--- config.mk ---
export PLATFORM = sky130hd
export DESIGN_NAME = teletext_attribute_decoder_core
export DESIGN_NICKNAME = d
export VERILOG_FILES = /design/src/rtl/tad_pkg.sv /design/src/rtl/teletext_attribute_decoder_core.sv
export VERILOG_INCLUDE_DIRS = /design/src /design/src/rtl
export SDC_FILE = /design/constraint.sdc
export NUM_CORES = 1
export LEC_CHECK = 0
export BUFFER_PORTS_ARGS = -buffer_cell sky130_fd_sc_hd__buf_4
export CAP_MARGIN = 30
export CORE_ASPECT_RATIO = 1.5
export CORE_MARGIN = 2
export CORE_UTILIZATION = 55
export DETAILED_ROUTE_END_ITERATION = 16
export HOLD_SLACK_MARGIN = 0.02
export PLACE_DENSITY = 0.85
export SLEW_MARGIN = 10
export SYNTH_ARGS = -nofsm -noshare
export SYNTH_HDL_FRONTEND = slang
export SYNTH_SLANG_ARGS = --single-unit
export TNS_END_PERCENT = 20
--- constraint.sdc ---
create_clock -name aclk -period 4.25 [get_ports aclk]
set_input_delay 0.2125 -clock aclk [delete_from_list [all_inputs] [get_ports aclk]]
set_output_delay 0.2125 -clock aclk [all_outputs]
set_load 0.05 [all_outputs]
--- src/rtl/teletext_attribute_decoder_core_assert.svh ---
// Assertion macros shared by the teletext attribute decoder RTL.
`ifndef TELETEXT_ATTRIBUTE_DECODER_CORE_ASSERT_SVH
`define TELETEXT_ATTRIBUTE_DECODER_CORE_ASSERT_SVH

// The consequent must hold in the same cycle as the antecedent.
`define TAD_ASSERT_SAME(lbl, ante, cons) \
    lbl: assert property (@(posedge aclk) disable iff (!aresetn) (ante) |-> (cons)) \
        else $error("teletext attribute decoder check failed");

// The consequent must hold in the cycle after the antecedent.
`define TAD_ASSERT_NEXT(lbl, ante, cons) \
    lbl: assert property (@(posedge aclk) disable iff (!aresetn) (ante) |=> (cons)) \
        else $error("teletext attribute decoder check failed");

`endif

--- src/rtl/tad_pkg.sv ---
// Types, constants and glyph tables for the teletext attribute decoder.
package tad_pkg;

    localparam logic [15:0] SPACE_CP         = 16'h0020;
    localparam logic [15:0] MOSAIC_BASE      = 16'hE200;
    localparam logic [15:0] DH_UPPER_TEXT    = 16'hE000;
    localparam logic [15:0] DH_LOWER_TEXT    = 16'hE100;
    localparam logic [15:0] SEP_OFFSET       = 16'h00C0;
    localparam logic [15:0] DH_UPPER_MOSAIC  = 16'h0040;
    localparam logic [15:0] DH_LOWER_MOSAIC  = 16'h0080;

    localparam logic [2:0]  COLOUR_BLACK     = 3'd0;
    localparam logic [2:0]  COLOUR_WHITE     = 3'd7;

    localparam logic [6:0]  ROW_LENGTH_RESET = 7'd40;
    localparam logic [6:0]  ROW_LENGTH_MIN   = 7'd1;
    localparam logic [6:0]  ROW_LENGTH_MAX   = 7'd64;

    // Control code groups, selected by bits 4:3 of a control code.
    localparam logic [1:0]  CC_GRP_ALPHA     = 2'b00;
    localparam logic [1:0]  CC_GRP_MOSAIC    = 2'b10;

    localparam logic [4:0]  CC_FLASH         = 5'h08;
    localparam logic [4:0]  CC_STEADY        = 5'h09;
    localparam logic [4:0]  CC_NORMAL_HEIGHT = 5'h0C;
    localparam logic [4:0]  CC_DOUBLE_HEIGHT = 5'h0D;
    localparam logic [4:0]  CC_CONCEAL       = 5'h18;
    localparam logic [4:0]  CC_CONTIGUOUS    = 5'h19;
    localparam logic [4:0]  CC_SEPARATED     = 5'h1A;
    localparam logic [4:0]  CC_BLACK_BG      = 5'h1C;
    localparam logic [4:0]  CC_NEW_BG        = 5'h1D;
    localparam logic [4:0]  CC_HOLD          = 5'h1E;
    localparam logic [4:0]  CC_RELEASE       = 5'h1F;

    typedef struct packed {
        logic [5:0]  column_count;
        logic        graphics_mode;
        logic        separated_style;
        logic [2:0]  next_foreground;
        logic [2:0]  background;
        logic [2:0]  span_foreground;
        logic [2:0]  span_background;
        logic        span_flash;
        logic        span_open;
        logic        double_height;
        logic        lower_half_row;
        logic        next_row_lower;
        logic        flash_flag;
        logic        conceal_flag;
        logic        hold_flag;
        logic [15:0] held_glyph;
        logic        last_mosaic_valid;
        logic [15:0] last_mosaic_glyph;
    } attr_state_t;

    localparam attr_state_t ATTR_STATE_RESET = '{
        column_count:      6'd0,
        graphics_mode:     1'b0,
        separated_style:   1'b0,
        next_foreground:   COLOUR_WHITE,
        background:        COLOUR_BLACK,
        span_foreground:   COLOUR_WHITE,
        span_background:   COLOUR_BLACK,
        span_flash:        1'b0,
        span_open:         1'b0,
        double_height:     1'b0,
        lower_half_row:    1'b0,
        next_row_lower:    1'b0,
        flash_flag:        1'b0,
        conceal_flag:      1'b0,
        hold_flag:         1'b0,
        held_glyph:        SPACE_CP,
        last_mosaic_valid: 1'b0,
        last_mosaic_glyph: SPACE_CP
    };

    // Character set remaps for text glyphs.
    function automatic logic [15:0] text_base(input logic [6:0] c);
        logic [7:0] g;
        begin
            unique case (c)
                7'h23:   g = 8'hA3;
                7'h5C:   g = 8'hBD;
                7'h5F:   g = 8'h23;
                7'h7B:   g = 8'hBC;
                7'h7D:   g = 8'hBE;
                7'h7E:   g = 8'hF7;
                7'h7F:   g = 8'hB6;
                default: g = {1'b0, c};
            endcase
            return {8'h00, g};
        end
    endfunction

endpackage

--- src/rtl/teletext_attribute_decoder_core.sv ---
// Teletext serial attribute decoder: one screen byte in, one decoded cell out.
//
// Channel  Direction  Handshake              Payload
// s_       in         s_valid / s_ready      s_char_byte
// m_       out        m_valid / m_ready      m_codepoint, colours, flash, span flags, row end
// cfg_     in         cfg_valid / cfg_ready  cfg_row_length
//
// One byte is accepted in every cycle unless the output stalls; its result passes through
// the input register and the result register. The input register feeds the attribute
// logic, which updates the row state and loads the result register. Reset is synchronous
// and restores the start-of-row attributes and a row length of 40. A stalled result
// register holds back the input register, and s_ready falls only when both are full.
module teletext_attribute_decoder_core (
    input  logic        aclk,
    input  logic        aresetn,
    input  logic        s_valid,
    output logic        s_ready,
    input  logic [7:0]  s_char_byte,
    output logic        m_valid,
    input  logic        m_ready,
    output logic [15:0] m_codepoint,
    output logic [2:0]  m_fg_colour,
    output logic [2:0]  m_bg_colour,
    output logic        m_flash_on,
    output logic        m_close_span,
    output logic        m_open_span,
    output logic        m_end_of_row,
    input  logic        cfg_valid,
    output logic        cfg_ready,
    input  logic [6:0]  cfg_row_length
);
    import tad_pkg::*;

    logic        in_valid_reg;
    logic [6:0]  in_byte_reg;
    logic [6:0]  row_length_reg;
    attr_state_t state_reg;
    attr_state_t state_mid;
    attr_state_t state_next;

    logic        m_valid_reg;
    logic [15:0] codepoint_reg;
    logic [2:0]  fg_colour_reg;
    logic [2:0]  bg_colour_reg;
    logic        flash_on_reg;
    logic        close_span_reg;
    logic        open_span_reg;
    logic        end_of_row_reg;

    logic        advance;
    logic [6:0]  c;
    logic        displayable;
    logic        mosaic_cell;
    logic [15:0] glyph;
    logic [15:0] cell_cp;
    logic [2:0]  fore;
    logic        span_change;
    logic        close_s;
    logic        open_s;
    logic [6:0]  len_eff;
    logic [6:0]  col_inc;
    logic        eor;

    assign advance   = in_valid_reg && (!m_valid_reg || m_ready);
    assign s_ready   = !in_valid_reg || advance;
    assign cfg_ready = 1'b1;

    assign c           = in_byte_reg;
    assign displayable = (c[6:5] != 2'b00);
    assign mosaic_cell = state_reg.graphics_mode && c[5];

    always_comb begin
        glyph = SPACE_CP;
        if (c == SPACE_CP[6:0]) begin
            glyph = SPACE_CP;
        end else if (!state_reg.double_height && state_reg.lower_half_row) begin
            glyph = SPACE_CP;
        end else if (mosaic_cell) begin
            glyph = MOSAIC_BASE + {10'd0, c[6], c[4:0]};
            if (state_reg.separated_style) begin
                glyph = glyph + SEP_OFFSET;
            end
            if (state_reg.double_height) begin
                glyph = glyph + (state_reg.lower_half_row ? DH_LOWER_MOSAIC : DH_UPPER_MOSAIC);
            end
        end else begin
            glyph = text_base(c);
            if (state_reg.double_height) begin
                glyph = glyph + (state_reg.lower_half_row ? DH_LOWER_TEXT : DH_UPPER_TEXT);
            end
        end
    end

    always_comb begin
        state_mid = state_reg;
        cell_cp   = SPACE_CP;

        if (displayable) begin
            cell_cp = glyph;
            if (state_reg.hold_flag && mosaic_cell) begin
                state_mid.held_glyph = glyph;
            end
        end else if (c[4:3] == CC_GRP_ALPHA && c[2:0] != 3'd0) begin
            cell_cp                   = state_reg.held_glyph;
            state_mid.graphics_mode   = 1'b0;
            state_mid.next_foreground = c[2:0];
            state_mid.conceal_flag    = 1'b0;
            state_mid.hold_flag       = 1'b0;
            state_mid.held_glyph      = SPACE_CP;
        end else if (c[4:3] == CC_GRP_MOSAIC && c[2:0] != 3'd0) begin
            cell_cp                   = state_reg.held_glyph;
            state_mid.graphics_mode   = 1'b1;
            state_mid.next_foreground = c[2:0];
            state_mid.conceal_flag    = 1'b0;
        end else begin
            unique case (c[4:0])
                CC_FLASH:  state_mid.flash_flag = 1'b1;
                CC_STEADY: state_mid.flash_flag = 1'b0;
                CC_NORMAL_HEIGHT: begin
                    if (state_reg.double_height) begin
                        state_mid.hold_flag  = 1'b0;
                        state_mid.held_glyph = SPACE_CP;
                    end
                    state_mid.double_height = 1'b0;
                end
                CC_DOUBLE_HEIGHT: begin
                    if (!state_reg.double_height) begin
                        state_mid.hold_flag  = 1'b0;
                        state_mid.held_glyph = SPACE_CP;
                    end
                    state_mid.double_height  = 1'b1;
                    state_mid.next_row_lower = !state_reg.lower_half_row;
                end
                CC_CONCEAL:    state_mid.conceal_flag    = 1'b1;
                CC_CONTIGUOUS: state_mid.separated_style = 1'b0;
                CC_SEPARATED:  state_mid.separated_style = 1'b1;
                CC_BLACK_BG:   state_mid.background      = COLOUR_BLACK;
                CC_NEW_BG:     state_mid.background      = state_reg.next_foreground;
                CC_HOLD: begin
                    if (state_reg.last_mosaic_valid) begin
                        state_mid.held_glyph = state_reg.last_mosaic_glyph;
                    end
                    state_mid.hold_flag = 1'b1;
                end
                CC_RELEASE: begin
                    state_mid.hold_flag  = 1'b0;
                    state_mid.held_glyph = SPACE_CP;
                end
                default: ;
            endcase
            cell_cp = state_mid.held_glyph;
        end

        state_mid.last_mosaic_valid = mosaic_cell;
        state_mid.last_mosaic_glyph = mosaic_cell ? cell_cp : SPACE_CP;

        fore = state_reg.next_foreground;
        if (state_mid.background == fore) begin
            cell_cp = SPACE_CP;
            fore    = COLOUR_WHITE;
        end else if (state_mid.conceal_flag) begin
            cell_cp = SPACE_CP;
        end

        close_s     = 1'b0;
        open_s      = 1'b0;
        span_change = (state_mid.background != state_reg.span_background) ||
                      ((cell_cp != SPACE_CP) &&
                       ((fore != state_reg.span_foreground) ||
                        (state_mid.flash_flag != state_reg.span_flash)));
        if (span_change) begin
            if (state_reg.span_open) begin
                close_s             = 1'b1;
                state_mid.span_open = 1'b0;
            end
            if (state_mid.background != COLOUR_BLACK || cell_cp != SPACE_CP) begin
                if (fore != COLOUR_WHITE || state_mid.background != COLOUR_BLACK ||
                    state_mid.flash_flag) begin
                    open_s              = 1'b1;
                    state_mid.span_open = 1'b1;
                end
                state_mid.span_foreground = fore;
                state_mid.span_flash      = state_mid.flash_flag;
            end
            state_mid.span_background = state_mid.background;
        end
    end

    always_comb begin
        if (row_length_reg == 7'd0) begin
            len_eff = ROW_LENGTH_MIN;
        end else if (row_length_reg > ROW_LENGTH_MAX) begin
            len_eff = ROW_LENGTH_MAX;
        end else begin
            len_eff = row_length_reg;
        end
        col_inc = {1'b0, state_reg.column_count} + 7'd1;
        eor     = (col_inc == len_eff);
    end

    always_comb begin
        state_next = state_mid;
        if (eor) begin
            state_next.column_count      = 6'd0;
            state_next.graphics_mode     = 1'b0;
            state_next.next_foreground   = COLOUR_WHITE;
            state_next.background        = COLOUR_BLACK;
            state_next.double_height     = 1'b0;
            state_next.lower_half_row    = state_mid.next_row_lower;
            state_next.next_row_lower    = 1'b0;
            state_next.flash_flag        = 1'b0;
            state_next.separated_style   = 1'b0;
            state_next.hold_flag         = 1'b0;
            state_next.held_glyph        = SPACE_CP;
            state_next.conceal_flag      = 1'b0;
            state_next.last_mosaic_valid = 1'b0;
            state_next.last_mosaic_glyph = SPACE_CP;
        end else begin
            state_next.column_count = col_inc[5:0];
        end
    end

    always_ff @(posedge aclk) begin
        if (!aresetn) begin
            in_valid_reg   <= 1'b0;
            m_valid_reg    <= 1'b0;
            row_length_reg <= ROW_LENGTH_RESET;
            state_reg      <= ATTR_STATE_RESET;
        end else begin
            if (s_valid && s_ready) begin
                in_valid_reg <= 1'b1;
            end else if (advance) begin
                in_valid_reg <= 1'b0;
            end
            if (advance) begin
                m_valid_reg <= 1'b1;
                state_reg   <= state_next;
            end else if (m_ready) begin
                m_valid_reg <= 1'b0;
            end
            if (cfg_valid && cfg_ready) begin
                row_length_reg <= cfg_row_length;
            end
        end
    end

    always_ff @(posedge aclk) begin
        if (s_valid && s_ready) begin
            in_byte_reg <= s_char_byte[6:0];
        end
        if (advance) begin
            codepoint_reg  <= cell_cp;
            fg_colour_reg  <= fore;
            bg_colour_reg  <= state_mid.background;
            flash_on_reg   <= state_mid.flash_flag;
            close_span_reg <= close_s;
            open_span_reg  <= open_s;
            end_of_row_reg <= eor;
        end
    end

    assign m_valid      = m_valid_reg;
    assign m_codepoint  = codepoint_reg;
    assign m_fg_colour  = fg_colour_reg;
    assign m_bg_colour  = bg_colour_reg;
    assign m_flash_on   = flash_on_reg;
    assign m_close_span = close_span_reg;
    assign m_open_span  = open_span_reg;
    assign m_end_of_row = end_of_row_reg;

`include "teletext_attribute_decoder_core_assert.svh"

    `TAD_ASSERT_NEXT(a_row_end_clears_column, advance && eor, state_reg.column_count == 6'd0)
    `TAD_ASSERT_SAME(a_close_needs_open_span, advance && close_s, state_reg.span_open)
    `TAD_ASSERT_SAME(a_equal_colours_blank,
                     m_valid && (m_fg_colour == m_bg_colour),
                     (m_codepoint == SPACE_CP) && (m_fg_colour == COLOUR_WHITE))

endmodule

Yosys cells after proc, flatten, opt, wreduce, memory -nomap -nowiden
Index checks and enable logic that the tools add are counted.
- output and inout bits: 29
- bits in registers: 103
- input port bits: 20
- eq/ne operators: 35
- add/sub/neg operators: 5
- mux-type cells: 64
- magnitude comparators: 1
- reduce and logical (&&, ||, !) cells: 39
- operator list (operator ; count):
    $mux 16 ; 18
    $pmux 17 s4 ; 1
    $pmux 8 s7 ; 1
    $mux 17 ; 3
    $mux 8 ; 6
    $eq 7x7->1 const B ; 6
    $mux 39 ; 1
    $eq 5x5->1 const B ; 7
    $eq 5x4->1 const B ; 4
    $mux 18 ; 1
    $mux 1 ; 17
    $add 15x9->16 const B ; 1
    $add 16x8->16 ; 1
    $ne 16x6->1 const B ; 1
    $add 14x7->15 const A ; 1
    $add 9x14->15 ; 1
    $mux 3 ; 5
    $reduce_bool 3->1 ; 5
    $eq 7x6->1 const B ; 2
    $mux 7 ; 2
    $ne 4x4->1 const B ; 3
    $reduce_and 5->1 ; 2
    $mux 9 ; 1
    $reduce_and 3->1 ; 3
    other kinds (25) ; 51

Logic depth before layout (Yosys ltp)
Gate-level depths: netlist of the first run.
- depth in word-level cells: 18
- gate-level depth with buffers: 13
- depth with buffers taken out: 11

Least setup slack after synthesis of the first run
Ideal clock, no wire load.
- kind: flip-flop to flip-flop
- start: register in_byte_reg[2], in the netlist c[2]
- end: register state_reg[42] (netlist name)
- arrival time: 2.933 ns
- stages on the path, launching flop included: 13
- period minus slack after synthesis: 3.058 ns
- library setup time: 0.126 ns
- setup slack: 1.192 ns
- buffers on the path: 3
- cell sequence: edfxtp_1 > buf_6 > and3_1 > buf_6 > and2_4 > buf_6 > a221o_1 > o31a_1 > or3b_1 > or4b_1 > a22o_1 > nand3_1 > o31ai_2
- word-level cells in the longest chain between the ends: 18
- elaborated cells on any way between the ends: 64
- RTL lines (what ; RTL line ; RTL):
    start, declared ; teletext_attribute_decoder_core.sv:35 ; logic [6:0] in_byte_reg;
    start signal, assigned ; teletext_attribute_decoder_core.sv:249 ; in_byte_reg <= s_char_byte[6:0];
    $add 14x7->15 ; teletext_attribute_decoder_core.sv:79 ; glyph = MOSAIC_BASE + {10'd0, c[6], c[4:0]};
    $add 15x9->16 ; teletext_attribute_decoder_core.sv:81 ; glyph = glyph + SEP_OFFSET;
    $mux 16 ; teletext_attribute_decoder_core.sv:80 ; if (state_reg.separated_style) begin
    $mux 16 ; teletext_attribute_decoder_core.sv:78 ; end else if (mosaic_cell) begin
    $mux 16 ; teletext_attribute_decoder_core.sv:76 ; end else if (!state_reg.double_height && state_reg.lower_half_row) begin
    $mux 16 ; teletext_attribute_decoder_core.sv:74 ; if (c == SPACE_CP[6:0]) begin
    $add 16x8->16 ; teletext_attribute_decoder_core.sv:84 ; glyph = glyph + (state_reg.lower_half_row ? DH_LOWER_MOSAIC : DH_UPPER_MOSAIC);
    $mux 16 ; teletext_attribute_decoder_core.sv:83 ; if (state_reg.double_height) begin
    [... 2 more ...] ; - ;
    $mux 16 ; teletext_attribute_decoder_core.sv:74 ;
    $mux 16 ; teletext_attribute_decoder_core.sv:98 ; if (displayable) begin
    $mux 16 ; teletext_attribute_decoder_core.sv:161 ; end else if (state_mid.conceal_flag) begin
    $mux 16 ; teletext_attribute_decoder_core.sv:158 ; if (state_mid.background == fore) begin
    $ne 16x6->1 ; teletext_attribute_decoder_core.sv:168 ; ((cell_cp != SPACE_CP) &&
    $logic_and 1x1->1 ; teletext_attribute_decoder_core.sv:168 ;
    $logic_or 1x1->1 ; teletext_attribute_decoder_core.sv:167 ; span_change = (state_mid.background != state_reg.span_background) ||
    $reduce_and 2->1 (no source line) ; - ;
    end signal, assigned ; teletext_attribute_decoder_core.sv:237 ; state_reg <= state_next;
    end, declared ; teletext_attribute_decoder_core.sv:37 ; attr_state_t state_reg;
Several ways; a longest one is shown, not always the timed one. The select of a mux whose other input is x is not followed.
A chain may end at the register's enable or synchronous reset.

Worst setup path in the final report of the first run
- start: register in_byte_reg[6], in the netlist c[6]
- end: register state_reg[44] (netlist name)
- word-level cells in the longest chain between the ends: 18
- elaborated cells on any way between the ends: 43
- RTL lines (what ; RTL line):
    $add 14x7->15 ; teletext_attribute_decoder_core.sv:79
    $add 15x9->16 ; teletext_attribute_decoder_core.sv:81
    $mux 16 ; teletext_attribute_decoder_core.sv:80
    $mux 16 ; teletext_attribute_decoder_core.sv:78
    $mux 16 ; teletext_attribute_decoder_core.sv:76
    $mux 16 ; teletext_attribute_decoder_core.sv:74
    $add 16x8->16 ; teletext_attribute_decoder_core.sv:84
    $mux 16 ; teletext_attribute_decoder_core.sv:83
    [... 2 more ...] ; -
    $mux 16 ; teletext_attribute_decoder_core.sv:74
    $mux 16 ; teletext_attribute_decoder_core.sv:98
    $mux 16 ; teletext_attribute_decoder_core.sv:161
    $mux 16 ; teletext_attribute_decoder_core.sv:158
    $ne 16x6->1 ; teletext_attribute_decoder_core.sv:168, teletext_attribute_decoder_core.sv:176
    $logic_and 1x1->1 ; teletext_attribute_decoder_core.sv:168
    $logic_or 1x1->1 ; teletext_attribute_decoder_core.sv:167
    $reduce_and 3->1 (no source line) ; -
Several ways; a longest one is shown, not always the timed one. The select of a mux whose other input is x is not followed.

==> results of run 1 <==
## worst max-delay path, stage by stage, from the launching register on
cell and delay, ns:
edfxtp_1 0.62, or2_1 0.58, o21ai_0 0.50, a32oi_1 0.22, and2_1 0.26, nand2b_1 0.36, o21a_1 0.30, a211oi_2 0.49
mux2i_1 0.24
## per-stage QoR
step	total power [uW]	instances	hold slack, ns	area (sq um)
floorplan	1267	646	0.3114	5565
global placement	1342	784	0.3911	6007
detailed placement	1349	784	0.3918	6007
CTS	2123	800	0.03178	6290
global route	2182	801	0.03468	6297
finish	2127	801	0.03845	6297
## how the worst max path moves through the flow
stage                    from                          to  slack (ns)  cells past startpoint
2_1_floorplan  c[2]$_DFFE_PP_  state_reg[42]$_SDFFE_PN0P_        1.19                     12
3_3_place_gp   c[2]$_DFFE_PP_  state_reg[42]$_SDFFE_PN0P_        0.77                     11
3_5_place_dp   c[6]$_DFFE_PP_  state_reg[44]$_SDFFE_PN1P_        0.70                      8
4_1_cts        c[6]$_DFFE_PP_  state_reg[44]$_SDFFE_PN1P_        0.68                      8
5_1_grt        c[6]$_DFFE_PP_  state_reg[45]$_SDFFE_PN1P_        0.44                     10
6_report       c[6]$_DFFE_PP_  state_reg[44]$_SDFFE_PN1P_        0.62                      8
## synth_stat cells (11+ instances only)
master	n	share of area (%)
nor3_1	16	1.4
mux2i_1	12	2.2
inv_1	15	1.0
edfxtp_1	33	18
o21ai_0	39	3.5
nand2_1	64	4.3
dfxtp_1	70	25
a22o_1	12	1.9
nand3_1	40	3.6
clkbuf_1	34	2.3
nor2_1	60	4.0
a21oi_1	48	4.3
xor2_1	11	1.7
## layout make-up
class,count,share of cell area [%]
Clock inverter,6,0.6954
Inverter,17,1.013
Timing Repair Buffer,69,8.226
Clock buffer,10,3.795
Tap cell,117,2.325
Multi-Input combinational cell,479,45.96
Sequential cell,103,37.99
## metal layers
metal	GRT usage, %	up-vias
li1	-	2461
met1	31.86	2530
met2	47.24	238
met3	4.910	54
met4	17.27	0
met5	0	-
## power groups by stage
| stage | registers (uW) | logic, uW | clock network [uW] |
|---|---|---|---|
| 2_1_floorplan | 1110 | 152 | 0 |
| 3_3_place_gp | 1090 | 255 | 0 |
| 3_5_place_dp | 1090 | 260 | 0 |
| 5_1_grt | 1070 | 285 | 826 |
| 6_report | 1070 | 265 | 794 |
| 4_1_cts | 1070 | 260 | 796 |
## logic make-up (layout without fill, tap and decap cells)
group                      count (synthesis)  after routing  share of synthesized area [%]
and+or+nand+nor                          253            253                          22.48
AOI/OAI and AO/OA                        194            194                          23.88
DFF                                      103            103                          42.99
buffers and inverters                     64            102                          5.013
xor gates and xnor gates                  15             15                          2.608
muxes                                     12             12                          2.158
adders and majority gates                  4              4                         0.8093
other                                      1              1                        0.06738
==> metrics.md, run 1 <==
| Metric | Value |
|---|---|
| DPL Wire Length | 10540 um |
| Prevailing post-synth register cell | dfxtp_1 |
| Sw Pwr | 579.3 uW |
| Top layer in use | met4 |
| IO Count | 49 |
| H-tree depth | 3 |
| Max FFs per register | 54 |
| GP Congestion | 0.9573 |
| Initial Util | 55.84% |
| Avg Inst Size Synth | 8.615 sq um |
| Skew final | 0.01070 ns |
| WS Path Type | flop to flop |
| Final hold violation count | 0 |
| Die X | 86.14 um |
| Worst-path clk slew | 0.07 ns |
| Most common cell after layout, fill and taps aside | dfxtp_1 |
| WHS Endpoint | c[3]$_DFFE_PP_ |
| Die area | 0.01096 sq mm |
| Max_cap viols | 0 |
| Clk pwr share | 37.3% |
| DRT antenna net count | 0 |
| # rows | 45 |
| Clk buf depth | 2 |
| Via-per-instance ratio | 6.596 |
| Cells after Synth | 646 |
| Largest net degree at the start of global routing | 45 |
| Final setup TNS | 0 ns |
| Setup Buffers After CTS | 0 |
| First-pass GRT wire length | 24400 um |
| Sequential-to-total area share from yosys stat | 42.99% |
| Setup ws final | 0.6208 ns |
| R2R cell count | 8 |
| Clk Tree Root Cell | clkbuf_16 |
| Final setup viols | 0 |
| Netlist cell types | 79 |
| Initial antenna violation count | 0 |
| CP Launch Type | flop |
| Hold Path Stages | 1 |
| Clk sinks | 103 |
| CTS tree | done |
| Max Slew Vio Count | 0 |
| Most frequent cells in the layout | 70 x dfxtp_1, 69 x buf_4, 64 x nand2_1 |
| Hold_sp | s_char_byte[3] |
| Worst-Skew Late Latency | 0.35 ns |
| Fmax | 275.5 MHz |
| Endpoint type of the worst setup path | flop |
| Cts bufs inserted | 9 |
| All-Layer GR Usage | 27.78% |
| Relative slew slack | 50.66% |
| Core ar. | 0.009966 sq mm |
| Max VDD drop | 0.2130 mV |
| Outcome | finished clean |
| Drc violations | 0 |
| Iteration-0 DRC Markers | 447 |
| Final-layout fill cell count | 840 |
| WL final | 14960 um |
| FF-to-FF setup slack | 0.62 ns |
| Post-Syn Area | 0.005565 sq mm |
| Post-Syn Nets | 668 |
| Place WS | 0.6999 ns |
| CP Max Fanout | 17 |
| RR Startpoint | c[6]$_DFFE_PP_ |
| Vias in the first global route | 5039 |
| Synthesis-stage register bit count | 103 |
| Met2 WL | 7570 um |
| Met3 WL | 900 um |
| Port-buffer cells | 46 |
| RSZ-0062 raised after global routing | no |
| Hold Crit Class | input port to flop |
| Final Core Density | 63.19% |
| Storage cell area | 0.002392 sq mm |
| Ant diodes | 0 |
| Multi-input logic area | 0.002894 sq mm |
| Power per cell area | 337.7 mW/mm^2 |
| Synth warn | 0 |
| Worst endpoint required time | 4.53 ns |
| Initial DRT Pass Iterations | 5 |
| Die height | 127.2 um |
| Register share of total power | 50.2% |
| Nets | 701 |
| Final Critical Period | 3.629 ns |
| Wire length per cell | 18.68 um |
| CP arrival | 3.91 ns |
| Reg-to-Reg End | state_reg[44]$_SDFFE_PN1P_ |
| Comb power frac | 12.5% |
| Share of layout cells above drive strength 1 | 13.74% |
| Worst-Margin Slew | 0.7344 ns |
| Leakage power total | 0.002411 uW |
| Vias | 5283 |
| Synth-to-layout area growth | 13.15% |
| WL met1 | 5716 um |
| Post-CTS Hold Buffers | 0 |
| Async S/R FF share, synth | 0% |
| Overflow left after global routing | 0 |
| Post-CTS sizing | 0 |
| Switching share of power | 27.24% |
| Post-synth EDFFs | 33 |
| Int Pwr | 1548 uW |
| Crit share post-route | 85.39% |
No activity file was read; power rests on OpenSTA's default activity.
==> run 2, diff against run 1 <==
- CORE_ASPECT_RATIO: 1.5 -> 1.25
==> run 2 against run 1 <==
Net effect: clock-buffer cell count increased by 2; non-clock buffer count decreased by 5; worst setup slack got worse by 0.14 ns; power increased by 2.5%; fmax decreased by 3.8%; first-iteration DRC count decreased by 9.6%; wire length decreased by 2.4%; die area decreased by 0.11%; largest cell class unchanged; via count decreased by 1.2%.
==> metrics.md, run 2 (synthesized netlist as in run 1, its figures left out) <==
| Metric | Value |
|---|---|
| Crit share post-route | 88.80% |
| Max VDD drop | 0.1914 mV |
| Int Pwr | 1601 uW |
| DRT antenna net count | 0 |
| Leakage power total | 0.002410 uW |
| Worst endpoint required time | 4.49 ns |
| Hold Crit Class | input port to flop |
| Worst-path clk slew | 0.07 ns |
| # rows | 41 |
| Die area | 0.01094 sq mm |
| Nets | 696 |
| Cts bufs inserted | 9 |
| Port-buffer cells | 46 |
| Sw Pwr | 578.9 uW |
| H-tree depth | 3 |
| Max FFs per register | 54 |
| Top layer in use | met4 |
| Post-CTS sizing | 0 |
| Via-per-instance ratio | 6.459 |
| Vias | 5219 |
| Clk buf depth | 2 |
| Skew final | 0.01187 ns |
| Ant diodes | 0 |
| Place WS | 0.6013 ns |
| Overflow left after global routing | 0 |
| Most common cell after layout, fill and taps aside | dfxtp_1 |
| CP Launch Type | flop |
| Final Critical Period | 3.774 ns |
| Met3 WL | 1094 um |
| Initial antenna violation count | 0 |
| DPL Wire Length | 10070 um |
| WS Path Type | flop to flop |
| Max_cap viols | 0 |
| Fmax | 265.0 MHz |
| Final setup viols | 0 |
| Iteration-0 DRC Markers | 404 |
| Post-CTS Hold Buffers | 0 |
| Met2 WL | 7059 um |
| Final setup TNS | 0 ns |
| Comb power frac | 11.9% |
| Outcome | finished clean |
| Synth-to-layout area growth | 13.26% |
| WL final | 14600 um |
| Max Slew Vio Count | 0 |
| CTS tree | done |
| Clk pwr share | 39.1% |
| Core ar. | 0.009952 sq mm |
| R2R cell count | 9 |
| Clk sinks | 103 |
| Final hold violation count | 0 |
| Die X | 93.97 um |
| Hold Path Stages | 1 |
| Switching share of power | 26.55% |
| Vias in the first global route | 4913 |
| Setup ws final | 0.4758 ns |
| Initial DRT Pass Iterations | 5 |
| Relative slew slack | 32.72% |
| Initial Util | 55.92% |
| Wire length per cell | 18.07 um |
| Register share of total power | 49.0% |
| Setup Buffers After CTS | 0 |
| Power per cell area | 345.9 mW/mm^2 |
| Most frequent cells in the layout | 70 x dfxtp_1, 64 x nand2_1, 64 x buf_4 |
| CP Max Fanout | 17 |
| Clk Tree Root Cell | clkbuf_16 |
| WL met1 | 5845 um |
| Die height | 116.5 um |
| Worst-Skew Late Latency | 0.36 ns |
| CP arrival | 4.01 ns |
| IO Count | 49 |
| GP Congestion | 0.9159 |
| Endpoint type of the worst setup path | flop |
| First-pass GRT wire length | 23520 um |
| Worst-Margin Slew | 1.005 ns |
| Drc violations | 0 |
| Share of layout cells above drive strength 1 | 13.25% |
| Largest net degree at the start of global routing | 39 |
| RSZ-0062 raised after global routing | no |
| All-Layer GR Usage | 27.24% |
## run 2: path summary, 6_finish.rpt
kind	slack, ns	start	to
min reg2reg	0.46	state_reg[9]$_SDFFE_PN0P_	state_reg[9]$_SDFFE_PN0P_
max	0.48	c[2]$_DFFE_PP_	state_reg[42]$_SDFFE_PN0P_
min	0.03	s_char_byte[0]	c[0]$_DFFE_PP_
max reg2reg	0.48	c[2]$_DFFE_PP_	state_reg[42]$_SDFFE_PN0P_
## run 2: critical path, stage by stage (launching register included)
cell and delay (ns):
edfxtp_1 0.59, and3_1 0.48, a2bb2oi_2 0.32, a221o_1 0.45, o31a_1 0.32, or3b_1 0.40, or4b_1 0.58, a22o_1 0.30
nand3_1 0.13, o31ai_2 0.07
## run 2: layer usage
layer,GRT usage (%),up-vias
li1,-,2455
met2,46.43,271
met3,4.968,41
met4,14.20,0
met1,32.85,2452
met5,0,-
## run 2: per-stage QoR
stage	power (uW)	cell area, sq um	hold WS, ns	std cells	util, %
CTS	2178	6304	0.02955	808	63.34
global route	2244	6304	0.03116	808	63.34
finish	2180	6304	0.03458	808	63.34
global placement	1339	5992	0.3918	792	60.21
floorplan	1267	5565	0.3114	646	-
detailed placement	1345	5992	0.3918	792	60.21
## run 2: final cells by class
type / count / area (sq um)
tap: 129 / 161.4
fill: 854 / 3649
inverter: 17 / 63.81
multi-input combinational: 479 / 2894
clock inverter: 4 / 33.78
timing repair buffer: 64 / 480.5
clock buffer: 12 / 277.8
sequential: 103 / 2392
## run 2: power groups by stage
stage | clock network, uW | logic, uW | registers, uW
after floorplan | 0 | 152 | 1110
after global placement | 0 | 250 | 1090
after detailed placement | 0 | 255 | 1090
after CTS | 854 | 256 | 1070
after global routing | 892 | 280 | 1070
final | 852 | 260 | 1070
